**src/rtl/mbps_pkg.sv**
```systemverilog
// shared types, constants and helpers for the masked byte pattern scan core
package mbps_pkg;

  localparam int MAX_PATTERN = 128;
  localparam int IDX_W       = (MAX_PATTERN > 1) ? $clog2(MAX_PATTERN) : 1;
  localparam int LEN_W       = $clog2(MAX_PATTERN + 1);
  localparam int STEP_W      = (IDX_W > 1) ? $clog2(IDX_W) : 1;
  localparam int OK_GROUPS   = (MAX_PATTERN + 7) / 8;
  localparam int QDEPTH      = 4;
  localparam int QPTR_W      = $clog2(QDEPTH);
  localparam int QCNT_W      = $clog2(QDEPTH + 1);
  localparam int PAT_LANE_W  = 9;

  localparam logic FUNC_LOAD = 1'b0;
  localparam logic FUNC_SCAN = 1'b1;

  localparam logic REG_IMAGE_BASE     = 1'b0;
  localparam logic REG_PATTERN_LENGTH = 1'b1;

  typedef enum logic [1:0] {
    KIND_LOAD,
    KIND_SCAN,
    KIND_SKIP
  } kind_t;

  typedef enum logic [1:0] {
    AL_IDLE,
    AL_LOAD,
    AL_SHIFT
  } align_state_t;

  typedef struct packed {
    kind_t      kind;
    logic [6:0] entry_index;
    logic [7:0] value;
    logic       care;
    logic       last_byte;
  } item_t;

  typedef struct packed {
    logic       care;
    logic [7:0] pat;
  } pat_lane_t;

  typedef pat_lane_t [MAX_PATTERN-1:0] pat_vec_t;
  typedef logic [MAX_PATTERN-1:0][7:0] win_vec_t;

  typedef struct packed {
    logic             we;
    logic [IDX_W-1:0] idx;
    pat_lane_t        lane;
  } pat_wr_t;

  // clamp the programmed length into 1..MAX_PATTERN
  function automatic logic [LEN_W-1:0] eff_len(input logic [7:0] l);
    logic [LEN_W-1:0] r;
    if (l == 8'd0) begin
      r = LEN_W'(1);
    end else if (32'(l) > MAX_PATTERN) begin
      r = LEN_W'(MAX_PATTERN);
    end else begin
      r = LEN_W'(l);
    end
    return r;
  endfunction

endpackage

```
**src/rtl/mbps_front.sv**
```systemverilog
// front end: takes requests, classifies them and queues them for the back end
module mbps_front (
  input  logic                 clk,
  input  logic                 rst,
  input  logic                 s_tvalid,
  output logic                 s_tready,
  input  logic [15:0]          s_tdata,   // entry_index[6:0], value[14:7], care[15]
  input  logic                 s_tuser,   // func
  input  logic                 s_tlast,   // last_byte
  output logic                 q_valid,
  output mbps_pkg::item_t      q_item,
  input  logic                 q_pop
);
  import mbps_pkg::*;

  item_t             fifo [QDEPTH];
  logic [QPTR_W-1:0] head;
  logic [QPTR_W-1:0] tail;
  logic [QCNT_W-1:0] count;
  item_t             in_item;
  logic              push;

  always_comb begin
    in_item.entry_index = s_tdata[6:0];
    in_item.value       = s_tdata[14:7];
    in_item.care        = s_tdata[15];
    in_item.last_byte   = 1'b0;
    if (s_tuser == FUNC_SCAN) begin
      in_item.kind      = KIND_SCAN;
      in_item.last_byte = s_tlast;
    end else if (32'(s_tdata[6:0]) < MAX_PATTERN) begin
      in_item.kind = KIND_LOAD;
    end else begin
      in_item.kind = KIND_SKIP;
    end
  end

  assign s_tready = (count != QCNT_W'(QDEPTH));
  assign push     = s_tvalid && s_tready;
  assign q_valid  = (count != '0);
  assign q_item   = fifo[head];

  always_ff @(posedge clk) begin
    if (push) begin
      fifo[tail] <= in_item;
    end
  end

  always_ff @(posedge clk) begin
    if (rst) begin
      head  <= '0;
      tail  <= '0;
      count <= '0;
    end else begin
      if (push) begin
        tail <= tail + QPTR_W'(1);
      end
      if (q_pop) begin
        head <= head + QPTR_W'(1);
      end
      if (push && !q_pop) begin
        count <= count + QCNT_W'(1);
      end else if (!push && q_pop) begin
        count <= count - QCNT_W'(1);
      end
    end
  end

endmodule

```
**config.mk**
```make
export PLATFORM = sky130hd
export DESIGN_NAME = mbps_front
export DESIGN_NICKNAME = d
export VERILOG_FILES = /design/src/rtl/mbps_pkg.sv /design/src/rtl/mbps_front.sv
export SDC_FILE = /design/constraint.sdc
export NUM_CORES = 1
export LEC_CHECK = 0
export BUFFER_PORTS_ARGS = -buffer_cell sky130_fd_sc_hd__buf_4
export CORE_ASPECT_RATIO = 1.75
export CORE_MARGIN = 2
export CORE_UTILIZATION = 43
export DETAILED_ROUTE_END_ITERATION = 16
export PLACE_DENSITY = 0.71
export SLEW_MARGIN = 20
export SYNTH_ARGS = -nofsm -noshare
export SYNTH_HDL_FRONTEND = slang
export SYNTH_SLANG_ARGS = --single-unit
```
**constraint.sdc**
```tcl
create_clock -name clk -period 3.8 [get_ports clk]
set_input_delay 0.57 -clock clk [delete_from_list [all_inputs] [get_ports clk]]
set_output_delay 0.57 -clock clk [all_outputs]
set_load 0.01 [all_outputs]
```
**Word-level counts from Yosys, hierarchy flattened**

Memories as Yosys holds them, arrays and structs flattened. A register that Yosys moved wholly into a read port is not among the register bits.
Cells that the tools add are included.
W data, S select, Z words.

- Add/subtract/negate cells: 4
- Equal/unequal tests: 1
- Muxes and demuxes: 8
- Reductions and logical operators: 7

Operators with widths:

| cell | number |
|---|---|
| $mux W3 | 2 |
| $add A2 B1 Y2 const B | 2 |
| $mux W1 | 4 |
| $mux W2 | 2 |
| $add A3 B1 Y3 const B | 1 |
| $logic_and A1 B1 Y1 | 3 |
| $ne A3 B3 Y1 const B | 1 |
| $reduce_bool A3 Y1 | 1 |
| $sub A3 B1 Y3 const B | 1 |
| $logic_not A1 Y1 | 2 |
| $reduce_bool A2 Y1 | 1 |

- Bits in registers: 7
- Memory bits (writable): 72
- Bits of input ports: 22
- Output and inout port bits: 21
- Memories: 1

Memories:

| memory | words | width | rd ports | clocked after Yosys merged registers in | write ports | line | text |
|---|---|---|---|---|---|---|---|
| fifo | 4 | 18 | 1 | 1 | 1 | mbps_front.sv:16 | `item_t fifo [QDEPTH];` |

**Depth between registers and ports, before layout**

- Depth in word-level cells: 6
- Gate-level depth with buffers: 8
- Gate-level depth less buffers: 8

**Worst setup path before layout**

No wires, ideal clock.

- Path type: input to register
- Start point: input port s_tvalid
- End point: register count[2]
- Data arrival time: 2.005 ns
- Required time: 3.730 ns
- Path slack: 1.725 ns
- Cell stages on the path: 7
- Cell sequence: a21boi_2 -> ha_1 -> inv_1 -> fa_1 -> xor2_1 -> or3_1 -> a21oi_1

- Longest elaborated chain between the ends: 4

RTL lines:

| item | line | text |
|---|---|---|
| from (decl) | mbps_front.sv:5 | `input logic s_tvalid,` |
| $logic_and A1 B1 Y1 * | mbps_front.sv:39 | `assign push = s_tvalid && s_tready;` |
| $logic_not A1 Y1 | mbps_front.sv:63 | `end else if (!push && q_pop) begin` |
| $logic_and A1 B1 Y1 | mbps_front.sv:63 |  |
| $reduce_bool A2 Y1 (no line) | -- |  |
| to (signal assigned) | mbps_front.sv:62 | `count <= count + QCNT_W'(1);` |
| to (signal assigned) | mbps_front.sv:64 | `count <= count - QCNT_W'(1);` |
| to (decl) | mbps_front.sv:19 | `logic [QCNT_W-1:0] count;` |

Mark *: on every way between the ends. The rest lies on a longest branch, timed or not.
A chain may end at the register's enable or synchronous reset.

==> run_results.csv <==
group,metric,value,unit
routing,num_vias,1489,
routing,drt_wl_total,5.028,mm
synthesis,yosysSeqAreaShare,75.24,%
critical_path,crit_top_cell,"buf_4",
global_routing,antenna_found_initial,0,
sta,fin_hold_ws,445.1,ps
critical_path,r2r_end,"count[2]",
critical_path,cp_top_family,"flip-flops",
synthesis,yosys.area_share.xor_xnor,1.125,%
global_routing,overflow,0,
routing,avgRoutedWirePerCell,17.77,um
floorplan,dieArea,7963,sq um
placed_design,placed_cell_area,3483,sq um
sta,fin_skew,3.191,ps
global_routing,grt_usage,14.27,%
synthesis,yosys_register_bits,81,
critical_path,cp_max_fo,15,
cts,post_cts.repair.setup_buffers,0,
synthesis,synth_top_family_by_area,"multiplexers",
synthesis,synth_adder_area_share,2.653,%
final_layout,instances_no_fill,283,
sta,relSlewSlack,33.61,%
floorplan,die_height,116.6,um
synthesis,synthDistinctLibCells,25,
cts,cts_tree,"yes",
critical_path,cp.buffers_inverters,2,
global_routing,grt_pass1_wl,7.810,mm
critical_path,crit_type,"reg -> out",
synthesis,synth_largest_area_cell,"edfxtp_1",
critical_path,endpoint,"q_item[0]",
final_layout,fin_area,3827,sq um
cts,htree_levels,3,
sta,worst_pin_slew,995.9,ps
cts,path_clk_slew,60,ps
critical_path,cp.arrival,2240,ps
cts,numCtsBuffers,9,
routing,antenna_left,0,
cts,cts_resized,0,
floorplan,ioPinCount,43,
sta,fin_crit_sh,73.90,%
synthesis,ys.warnings.count,0,
global_routing,grt_max_degree,19,
synthesis,syn_avg_cell_area,21.47,sq um
synthesis,syn_area,3113,sq um
cts,clk_path_buf_depth,2,
power_and_ir_drop,cellPowerDensity,628.8,nW/um^2
sta,tns,0,ps
synthesis,yosys.area_share.simple,3.014,%
placed_design,hpwl,3.138,mm
cts,ctsHoldBuffers,0,
power_and_ir_drop,peakVddDrop,0.0003818,V
critical_path,cp-end-kind,"output port",
final_layout,nNetsFinal,220,
sta,clock.fmax,0.3561,GHz
final_layout,num_antenna_cells,0,
floorplan,die-width,68.32,um
critical_path,crit_slowest_cell,"dfxtp_1",
routing,drc_errors,0,
synthesis,synth-compound-area-share,0.6833,%
placed_design,portBuffers,41,
critical_path,start_kind,"flip-flop",
floorplan,rows,41,
sta,min_period,2808,ps
critical_path,crit_chain,"buf_4, mux4_2, buf_4",
critical_path,slowest_delay,950,ps
synthesis,synth_top_area_share,69.45,%
global_routing,grt_pass1_vias,1508,
routing,drt_pass1_iterations,5,
placed_design,gp_congestion,0.6427,
min_path,hold_path_class,"in -> reg",
critical_path,cp.required,3230,ps
synthesis,synth_fp_nets,173,
synthesis,synthesis.instances,145,
outcome,outcome,"finished clean",
floorplan,start_util,43.66,%
critical_path,cp.depth,3,
synthesis,synth.area.mux_share,14.99,%
sta,grt_setup_unrepaired,"no",
sta,slew_viol_final,0,
critical_path,r2r_slack,1600,ps
cts,clk_latency,320,ps
cts,clock-root-buffer,"clkbuf_16",
routing,viasPerCell,5.261,
cts,cts_num_sinks,81,
synthesis,synth_area_leaders,"edfxtp_1 (69%), mux4_2 (7.2%), mux4_1 (6.8%)",
critical_path,r2r_start,"count[0]",
placed_design,place_inst,267,
flow_run,max-cap-violations,0,
routing,drt_iter0_drc,97,
floorplan,core,7131,sq um
final_layout,drive_above_1_share,35.03,%
sta,setup_viol,0,
power_and_ir_drop,power.leakage,1.368,nW
critical_path,worstRegToRegCells,8,
final_layout,syn_to_final_growth,22.95,%
final_layout,utilization,53.68,%
sta,final_hold_viol_count,0,
==> synth_stat cells <==
master,count
buf_4,1
nand2_1,2
nand2b_1,2
mux4_2,10
mux2_2,1
buf_6,1
nor2_1,8
inv_1,4
o21ai_0,1
xnor2_1,1
dfxtp_1,9
xor2_1,3
clkbuf_1,1
a21oi_1,1
mux2i_1,2
buf_2,2
edfxtp_1,72
a21boi_2,1
mux4_1,8
ha_1,5
and2_1,5
or3_1,2
fa_1,1
buf_12,1
conb_1,1
==> registers in the layout, indices dropped and copies added, names as in the netlist, named ones only <==
name and count:
tail 2, count 3, head 2, fifo 72
==> layer usage <==
layer | track usage, % | up-vias | wire (um)
met1 | 18.29 | 754 | 2027
li1 | - | 670 | -
met2 | 21.81 | 58 | 2601
met5 | 0 | - | 0
met3 | 4.913 | 7 | 311
met4 | 6.400 | 0 | 89
==> report_power, final <==
part / internal, mW / leakage (nW) / total (mW) / switching, mW
Combinational: 0.169 / 0.469 / 0.325 / 0.156
Sequential: 1.07 / 0.735 / 1.12 / 0.0489
Clock: 0.645 / 0.163 / 0.963 / 0.319
==> layout make-up <==
| type | count | area (sq um) |
|---|---|---|
| Sequential cell | 81 | 2342 |
| Tap cell | 86 | 107.6 |
| Multi-Input combinational cell | 54 | 703.2 |
| Timing Repair Buffer | 42 | 315.3 |
| Clock inverter | 6 | 115.1 |
| Clock buffer | 10 | 229.0 |
| Fill cell | 565 | 3303 |
| Inverter | 4 | 15.01 |
==> stage by stage <==
| stage | worst slack, ps | power (mW) |
|---|---|---|
| 6_report | 991.6 | 2.407 |
| 5_1_grt | 843.0 | 2.503 |
| 4_1_cts | 899.4 | 2.433 |
| 3_5_place_dp | 1283 | 1.469 |
| 3_3_place_gp | 1356 | 1.458 |
| 2_1_floorplan | 1725 | 1.319 |
==> cells in the final DEF, fill, tap and decap left out, drive strengths merged, types with 5 or more instances in the layout <==
master / n
buf: 42
mux4: 18
clkbuf: 10
dfxtp: 9
and2: 5
inv: 5
ha: 5
nor2: 8
edfxtp: 72
==> worst min-delay path by stage <==
stage          slack, ps     endpoint        start  cells after the start
6_report             450  fifo[3][13]   s_tdata[3]                      1
5_1_grt              430  fifo[1][11]   s_tdata[1]                      1
4_1_cts              430   fifo[0][6]  s_tdata[11]                      1
3_5_place_dp         520      tail[1]      tail[1]                      2
3_3_place_gp         500      head[1]      head[1]                      2
2_1_floorplan        480      tail[1]      tail[1]                      2
==> kinds of logic (layout without fill, tap and decap cells) <==
logic type,Yosys count,after routing
and+or+nand+nor,19,19
xor gates and xnor gates,4,4
adders and majority gates,6,6
other,1,1
DFF,81,81
AOI/OAI and AO/OA,3,3
muxes,21,21
buffers and inverters,10,62
Power figures use the tool's default switching activity.
