### config.mk
export PLATFORM = sky130hd
export DESIGN_NAME = mbps_scan
export DESIGN_NICKNAME = d
export VERILOG_FILES = /design/src/rtl/mbps_pkg.sv /design/src/rtl/mbps_scan.sv
export SDC_FILE = /design/constraint.sdc
export NUM_CORES = 2
export LEC_CHECK = 0
export BUFFER_PORTS_ARGS = -buffer_cell sky130_fd_sc_hd__buf_4
export CAP_MARGIN = 30
export CORE_AREA = 2 2 489 491
export CTS_CLUSTER_SIZE = 14
export DETAILED_ROUTE_END_ITERATION = 8
export DIE_AREA = 0 0 491 493
export PLACE_DENSITY = 0.49
export SETUP_SLACK_MARGIN = 0.5
export SYNTH_ARGS = -nofsm -noshare
export SYNTH_HDL_FRONTEND = slang
export SYNTH_SLANG_ARGS = --single-unit
export TNS_END_PERCENT = 5
### constraint.sdc
create_clock -name clk -period 8.9 [get_ports clk]
set_clock_uncertainty 0.2 [all_clocks]
set_input_delay 0 -clock clk [delete_from_list [all_inputs] [get_ports clk]]
set_output_delay 0 -clock clk [all_outputs]
set_load 0.005 [all_outputs]
### src/rtl/mbps_pkg.sv
// shared types, constants and helpers for the masked byte pattern scan core
package mbps_pkg;

  localparam int MAX_PATTERN = 128;
  localparam int IDX_W       = (MAX_PATTERN > 1) ? $clog2(MAX_PATTERN) : 1;
  localparam int LEN_W       = $clog2(MAX_PATTERN + 1);
  localparam int STEP_W      = (IDX_W > 1) ? $clog2(IDX_W) : 1;
  localparam int OK_GROUPS   = (MAX_PATTERN + 7) / 8;
  localparam int QDEPTH      = 4;
  localparam int QPTR_W      = $clog2(QDEPTH);
  localparam int QCNT_W      = $clog2(QDEPTH + 1);
  localparam int PAT_LANE_W  = 9;

  localparam logic FUNC_LOAD = 1'b0;
  localparam logic FUNC_SCAN = 1'b1;

  localparam logic REG_IMAGE_BASE     = 1'b0;
  localparam logic REG_PATTERN_LENGTH = 1'b1;

  typedef enum logic [1:0] {
    KIND_LOAD,
    KIND_SCAN,
    KIND_SKIP
  } kind_t;

  typedef enum logic [1:0] {
    AL_IDLE,
    AL_LOAD,
    AL_SHIFT
  } align_state_t;

  typedef struct packed {
    kind_t      kind;
    logic [6:0] entry_index;
    logic [7:0] value;
    logic       care;
    logic       last_byte;
  } item_t;

  typedef struct packed {
    logic       care;
    logic [7:0] pat;
  } pat_lane_t;

  typedef pat_lane_t [MAX_PATTERN-1:0] pat_vec_t;
  typedef logic [MAX_PATTERN-1:0][7:0] win_vec_t;

  typedef struct packed {
    logic             we;
    logic [IDX_W-1:0] idx;
    pat_lane_t        lane;
  } pat_wr_t;

  // clamp the programmed length into 1..MAX_PATTERN
  function automatic logic [LEN_W-1:0] eff_len(input logic [7:0] l);
    logic [LEN_W-1:0] r;
    if (l == 8'd0) begin
      r = LEN_W'(1);
    end else if (32'(l) > MAX_PATTERN) begin
      r = LEN_W'(MAX_PATTERN);
    end else begin
      r = LEN_W'(l);
    end
    return r;
  endfunction

endpackage

### src/rtl/mbps_scan.sv
// back end: byte window, parallel masked compare pipeline and result register
module mbps_scan (
  input  logic                       clk,
  input  logic                       rst,
  input  logic                       q_valid,
  input  mbps_pkg::item_t            q_item,
  output logic                       q_pop,
  input  logic                       align_busy,
  input  mbps_pkg::pat_vec_t         ap,
  input  logic [mbps_pkg::LEN_W-1:0] len,
  input  logic [31:0]                image_base,
  output mbps_pkg::pat_wr_t          pat_wr,
  output logic                       m_tvalid,
  input  logic                       m_tready,
  output logic [31:0]                m_tdata,  // match_address
  output logic                       m_tuser   // found
);
  import mbps_pkg::*;

  win_vec_t                    window;
  win_vec_t                    win_shift;
  logic [31:0]                 bytes_seen;
  logic [31:0]                 seen_next;
  logic                        match_done;
  logic [OK_GROUPS*8-1:0]      ok_pad;
  logic [OK_GROUPS-1:0]        grp_ok;
  logic                        scan_pop;

  logic                        p1_valid;
  logic                        p1_last;
  logic                        p1_enough;
  logic [31:0]                 p1_offset;
  logic [OK_GROUPS-1:0]        p1_grp_ok;

  logic                        match;
  logic                        no_match_end;
  logic                        has_res;
  logic                        out_free;
  logic                        adv;

  // stage 2: decide the result of the scan byte held in p1
  assign match        = p1_valid && !match_done && p1_enough && (&p1_grp_ok);
  assign no_match_end = p1_valid && !match_done && p1_last && !match;
  assign has_res      = match || no_match_end;
  assign out_free     = !m_tvalid || m_tready;
  assign adv          = !p1_valid || !has_res || out_free;

  assign q_pop    = q_valid && !align_busy && ((q_item.kind != KIND_SCAN) || adv);
  assign scan_pop = q_pop && (q_item.kind == KIND_SCAN);

  always_comb begin
    pat_wr.we        = q_pop && (q_item.kind == KIND_LOAD);
    pat_wr.idx       = IDX_W'(q_item.entry_index);
    pat_wr.lane.care = q_item.care;
    pat_wr.lane.pat  = q_item.value;
  end

  // stage 1: shift in the new byte and compare every lane at once
  always_comb begin
    win_shift    = window << 8;
    win_shift[0] = q_item.value;
    seen_next    = (bytes_seen == 32'hFFFF_FFFF) ? bytes_seen : bytes_seen + 32'd1;
    ok_pad       = '1;
    for (int a = 0; a < MAX_PATTERN; a++) begin
      ok_pad[a] = !ap[a].care || (win_shift[a] == ap[a].pat);
    end
    for (int g = 0; g < OK_GROUPS; g++) begin
      grp_ok[g] = &ok_pad[g*8 +: 8];
    end
  end

  always_ff @(posedge clk) begin
    if (rst) begin
      window     <= '0;
      bytes_seen <= '0;
    end else if (scan_pop) begin
      if (q_item.last_byte) begin
        window     <= '0;
        bytes_seen <= '0;
      end else begin
        window     <= win_shift;
        bytes_seen <= seen_next;
      end
    end
  end

  always_ff @(posedge clk) begin
    if (scan_pop) begin
      p1_last   <= q_item.last_byte;
      p1_enough <= (seen_next >= 32'(len));
      p1_offset <= seen_next - 32'(len);
      p1_grp_ok <= grp_ok;
    end
  end

  always_ff @(posedge clk) begin
    if (rst) begin
      p1_valid   <= 1'b0;
      match_done <= 1'b0;
    end else begin
      if (scan_pop) begin
        p1_valid <= 1'b1;
      end else if (adv) begin
        p1_valid <= 1'b0;
      end
      if (p1_valid && adv) begin
        match_done <= p1_last ? 1'b0 : (match_done || match);
      end
    end
  end

  always_ff @(posedge clk) begin
    if (rst) begin
      m_tvalid <= 1'b0;
    end else if (out_free) begin
      m_tvalid <= has_res;
    end
  end

  always_ff @(posedge clk) begin
    if (out_free && has_res) begin
      m_tuser <= match;
      m_tdata <= match ? (image_base + p1_offset) : 32'd0;
    end
  end

endmodule
# == After elaboration in Yosys (flattened, before gate mapping) ==
# Cells that the tools add are included.
# totals
ff_bits,1134
latchBits,0
ram_bits,0
mem_bits_ro,0
input_bits,1216
out_inout_bits,52
wordCells,576
n_memories,0
# classes
n_addsub,3
multipliers,0
div,0
magnitude_cmp,1
eq_ne,131
shift,0
mux,6
bitwise_logic,0
reduce_logical,298
# op_table
operator,n
== test 8 bit,128
2-to-1 mux 1016 bit,1
zero test 1 bit,134
logical OR 1 bit,134
AND reduction 8 bit,16
2-to-1 mux 32 bit,2
adder 32 x 1 -> 32 bit (second input constant),1
adder 32 bit,1
== test 32 bit (second input constant),1
>= comparator 32 x 8 -> 1 bit,1
subtractor 32 x 8 -> 32 bit,1
AND reduction 16 bit,1
logical AND 1 bit,11
2-to-1 mux 1 bit,3
== test 2 x 1 -> 1 bit (second input constant),1
zero test 2 bit,1
!= test 2 x 1 -> 1 bit (second input constant),1
nonzero test 2 bit,1

# == Longest topological paths before layout ==
# depth
word_depth,14
mapped_depth,17
ltp_nobuf,16

# == Worst setup path before layout ==
# No wires, ideal clock.
# synth_path
path_kind,register to register
startpoint,register bytes_seen[0]
endpoint,"register p1_offset[21], data pin"
setup_time_ns,0.265
t_arrival_ns,4.364
t_required_ns,8.435
slack_ns,4.070
path_stages_with_launch,17
n_path_buf,2
period_less_slack_ns,4.830
cell_sequence,dfxtp_1 ha_1 nand4_1 or3_1 buf_2 nor4_4 mux2_2 ha_1 nor2b_1 o31a_1 o31ai_1 a21oi_1 or3_1 or3_1 buf_2 o21a_1 or3_1
# synth_between
elab_chain_cells,3
elab_cells_between_ends,4
classes_between,add/sub: 2; eq/ne: 1; mux: 1
# synth_rtl
item,line,source
start: declaration,mbps_scan.sv:22,logic [31:0] bytes_seen;
start signal: assignment,mbps_scan.sv:82,bytes_seen <= seen_next;
adder 32 x 1 -> 32 bit / == test 32 bit (equally long branches),mbps_scan.sv:62,seen_next = (bytes_seen == 32'hFFFF_FFFF) ? bytes_seen : bytes_seen + 32'd1;
2-to-1 mux 32 bit (*),mbps_scan.sv:62,
subtractor 32 x 8 -> 32 bit (*),mbps_scan.sv:91,p1_offset <= seen_next - 32'(len);
end signal: assignment,mbps_scan.sv:91,
end: declaration,mbps_scan.sv:32,logic [31:0] p1_offset;
# Every way passes the cells marked *; elsewhere a longest branch is shown, timed or not.
# A chain may end at the register's enable or synchronous reset.

# == Worst setup path after layout ==
# layout_path
startpoint,register bytes_seen[19]
endpoint,"register p1_enough, data pin"
# layout_between
elab_chain_cells,3
elab_cells_between_ends,4
classes_between,add/sub: 1; order compare: 1; eq/ne: 1; mux: 1
# layout_rtl
item,line,source
adder 32 x 1 -> 32 bit / == test 32 bit (equally long branches),mbps_scan.sv:62,
2-to-1 mux 32 bit (*),mbps_scan.sv:62,
>= comparator 32 x 8 -> 1 bit (*),mbps_scan.sv:90,p1_enough <= (seen_next >= 32'(len));
end signal: assignment,mbps_scan.sv:90,
end: declaration,mbps_scan.sv:31,logic p1_enough;
# Marks and branches as above.

==> reports/metrics.csv <==
stage,metric,value,unit
placement,numPortBuffers,1251,
sta,final.setup.worst_slack,3.11,ns
placement,place_hpwl,192000,um
floorplan,core,0.237,mm2
worst_setup_path,endpoint_kind,flip-flop,
finish,multiInputGateArea,0.0323,mm2
hold_path,min-delay-start,q_item[18],
placement,dp.cells,10800,
clock_tree,post_cts_resized,0,
status,status,"complete, no violations",
routing,drtPass1Iterations,6,
logic_synthesis,synthCells,6827,
power_and_ir_drop,power_density,160,mW/mm2
logic_synthesis,ys_warn_count,0,
global_routing,grt_pass1_wl,366000,um
logic_synthesis,syn-cell-area,0.0579,mm2
finish,layout_common_cells,"1,280 x buf_4, 1,087 x a21oi_1, 1,061 x xnor2_1",
logic_synthesis,synth.distinct_cells,71,
sta,final.min_clock_period,5.79,ns
global_routing,track_usage,0.202,
clock_tree,ctsHoldBuffers,180,
logic_synthesis,avgSynthCellArea,8.48,um2
global_routing,antenna_found_initial,119,
finish,drive_above_1_share,0.189,
clock_tree,cts-buffers-inserted,142,
logic_synthesis,synth_seq_cells,1134,
power_and_ir_drop,vdd_drop_max,0.162,mV
routing,routed_wl,257000,um
finish,fill_cells,25100,
finish,syn_to_final_growth,32.1,%
sta,tns,0,ns
worst_setup_path,required,9.22,ns
routing,vias,53600,
sta,setup_viol,0,
floorplan,io_pins,1268,
hold_path,hold_path_class,in2out,
global_routing,grt_max_degree,253,
clock_tree,root_buffer,clkbuf_16,
power_and_ir_drop,p_leak,24.6,nW
sta,post-route-period-util,0.651,
clock_tree,clk_pin_slew,0.06,ns
floorplan,die_width,491,um
finish,layout.nets,9207,
clock_tree,cts_tree,built,
run,maxCapViolCount,0,
sta,rsz0062_at_grt,false,
worst_setup_path,startpoint_type,flip-flop,
sta,relSlewSlack,0.166,
clock_tree,clock_path_buffers,3,
sta,drv_slew,0,
worst_setup_path,path_class,reg2reg,
routing,drtIter0Drc,4076,
global_routing,grt_pass1_vias,53100,
routing,wl_per_cell,22.8,um
placement,place_ws,3.13,ns
clock_tree,clk_latency,0.81,ns
finish,fin_util,0.323,
floorplan,rows,179,
logic_synthesis,async_flop_share,0,
clock_tree,cts_setup_buffers,0,
worst_setup_path,crit_start,bytes_seen[19],
logic_synthesis,synth-edff-count,83,
logic_synthesis,yosysSeqAreaShare,0.407,
worst_setup_path,reg2reg_from,bytes_seen[19],
placement,globalplace.congestion,0.979,
finish,regArea,0.0235,mm2
finish,instances_no_fill,11300,
worst_setup_path,crit_arrival,6.11,ns
clock_tree,cts_sinks,1134,
routing,ant_nets,0,
logic_synthesis,synth_ff_type,dfxtp_1,
clock_tree,cts_max_level,4,
sta,finalHoldViolCount,0,
routing,drcViolationCount,0,
floorplan,initial_utilization,0.244,
routing,via_per_inst,4.76,
sta,worst_slew_pin_slew,1.25,ns
finish,layout_commonest_cell,buf_4,
floorplan,dieArea,0.242,mm2
worst_setup_path,worst-path-max-fanout,13,
sta,max_freq,173,MHz
floorplan,fp.dieH,493,um
logic_synthesis,syn_nets,8085,
global_routing,grt_overflow,0,
[cells in the mapped netlist (31+ instances only)]
master    instances  area share
buf_1            31      0.0020
nand3b_1       1023        0.13
nand2_1        1058       0.069
edfxtp_1         83       0.043
nand4_1         304       0.033
a21oi_1        1088       0.094
dfxtp_1        1051        0.36
inv_1            32      0.0021
xnor2_1        1061        0.16
clkbuf_1        446       0.029
ha_1             40      0.0086
nor2_1          109      0.0071
nor3_1           36      0.0031
o21ai_0         172       0.015
[layer usage]
| layer | vias up | wire length (um) | GRT usage |
|---|---|---|---|
| met5 | - | 742 | 0 |
| met4 | 112 | 6510 | 0.0589 |
| met3 | 378 | 18400 | 0.0610 |
| met2 | 1510 | 126000 | 0.346 |
| met1 | 25700 | 105000 | 0.242 |
| li1 | 25900 | - | - |
[registers in the layout (all words and copies together) (netlist names)]
register    flops
m_tuser         1
p1_last         1
p1_grp_ok      16
p1_offset      32
m_tdata        32
win_shift    1016
p1_enough       1
bytes_seen     32
match_done      1
m_tvalid        1
p1_valid        1
[final timing paths]
kind	end	slack, ns	depth (start not counted)
worst max-delay path	p1_enough	3.11	15
worst min-delay path	pat_wr[16]	0.06	3
worst max register to register	p1_enough	3.11	15
worst min register to register	win_shift[1016]	0.26	2
[per-stage QoR]
step | power (W) | cell area, um2 | hold WS, ns
global route | 0.0127 | 76400 | 0.0538
finish | 0.0123 | 76500 | 0.0591
CTS | 0.0125 | 76300 | 0.00631
floorplan | 0.00580 | 57900 | -0.166
global placement | 0.00647 | 69800 | -0.200
detailed placement | 0.00648 | 69900 | -0.200
[critical path, stage by stage (launching register included)]
cell and delay [ns]:
dfxtp_1 0.55, nand3_1 0.22, or3_1 0.55, nor4_4 0.66, xor2_1 0.26, ha_1 0.21
inv_1 0.07, fa_1 0.42, a21o_1 0.20, a21oi_1 0.27, o21ai_0 0.21, o21bai_1 0.24
nor4_1 0.56, nand4b_1 0.39, nor3_1 0.35, nand4_1 0.14
[area by class of cell]
type / instances / share of cell area
clock buffers: 201 / 0.0525
repair buffers: 1482 / 0.155
flip-flops and latches: 1134 / 0.308
inverters: 33 / 0.00172
diodes: 49 / 0.00160
clock inverters: 38 / 0.00761
well taps: 3167 / 0.0518
multi-input cells: 5156 / 0.422
[kinds of logic (layout without fill, tap and decap cells)]
kind of cell	Yosys count	in the layout	share of synthesized area
adder cells (fa/ha/maj)	42	42	0.00934
XOR/XNOR	1086	1086	0.164
AND/OR/NAND/NOR	2660	2660	0.260
other	0	49	0
multiplexers	4	4	0.000735
AO/OA/AOI/OAI	1364	1364	0.123
flip-flops	1134	1134	0.407
buffers and inverters	537	1754	0.0362
[report_power, final]
group          switching [W]  internal (W)  leakage [nW]
clock network        0.00247       0.00336          2.23
logic               0.000599      0.000688          13.2
registers         0.00000351       0.00514          9.15
total                0.00307       0.00919          24.6
(Power assumes the default switching activity.)
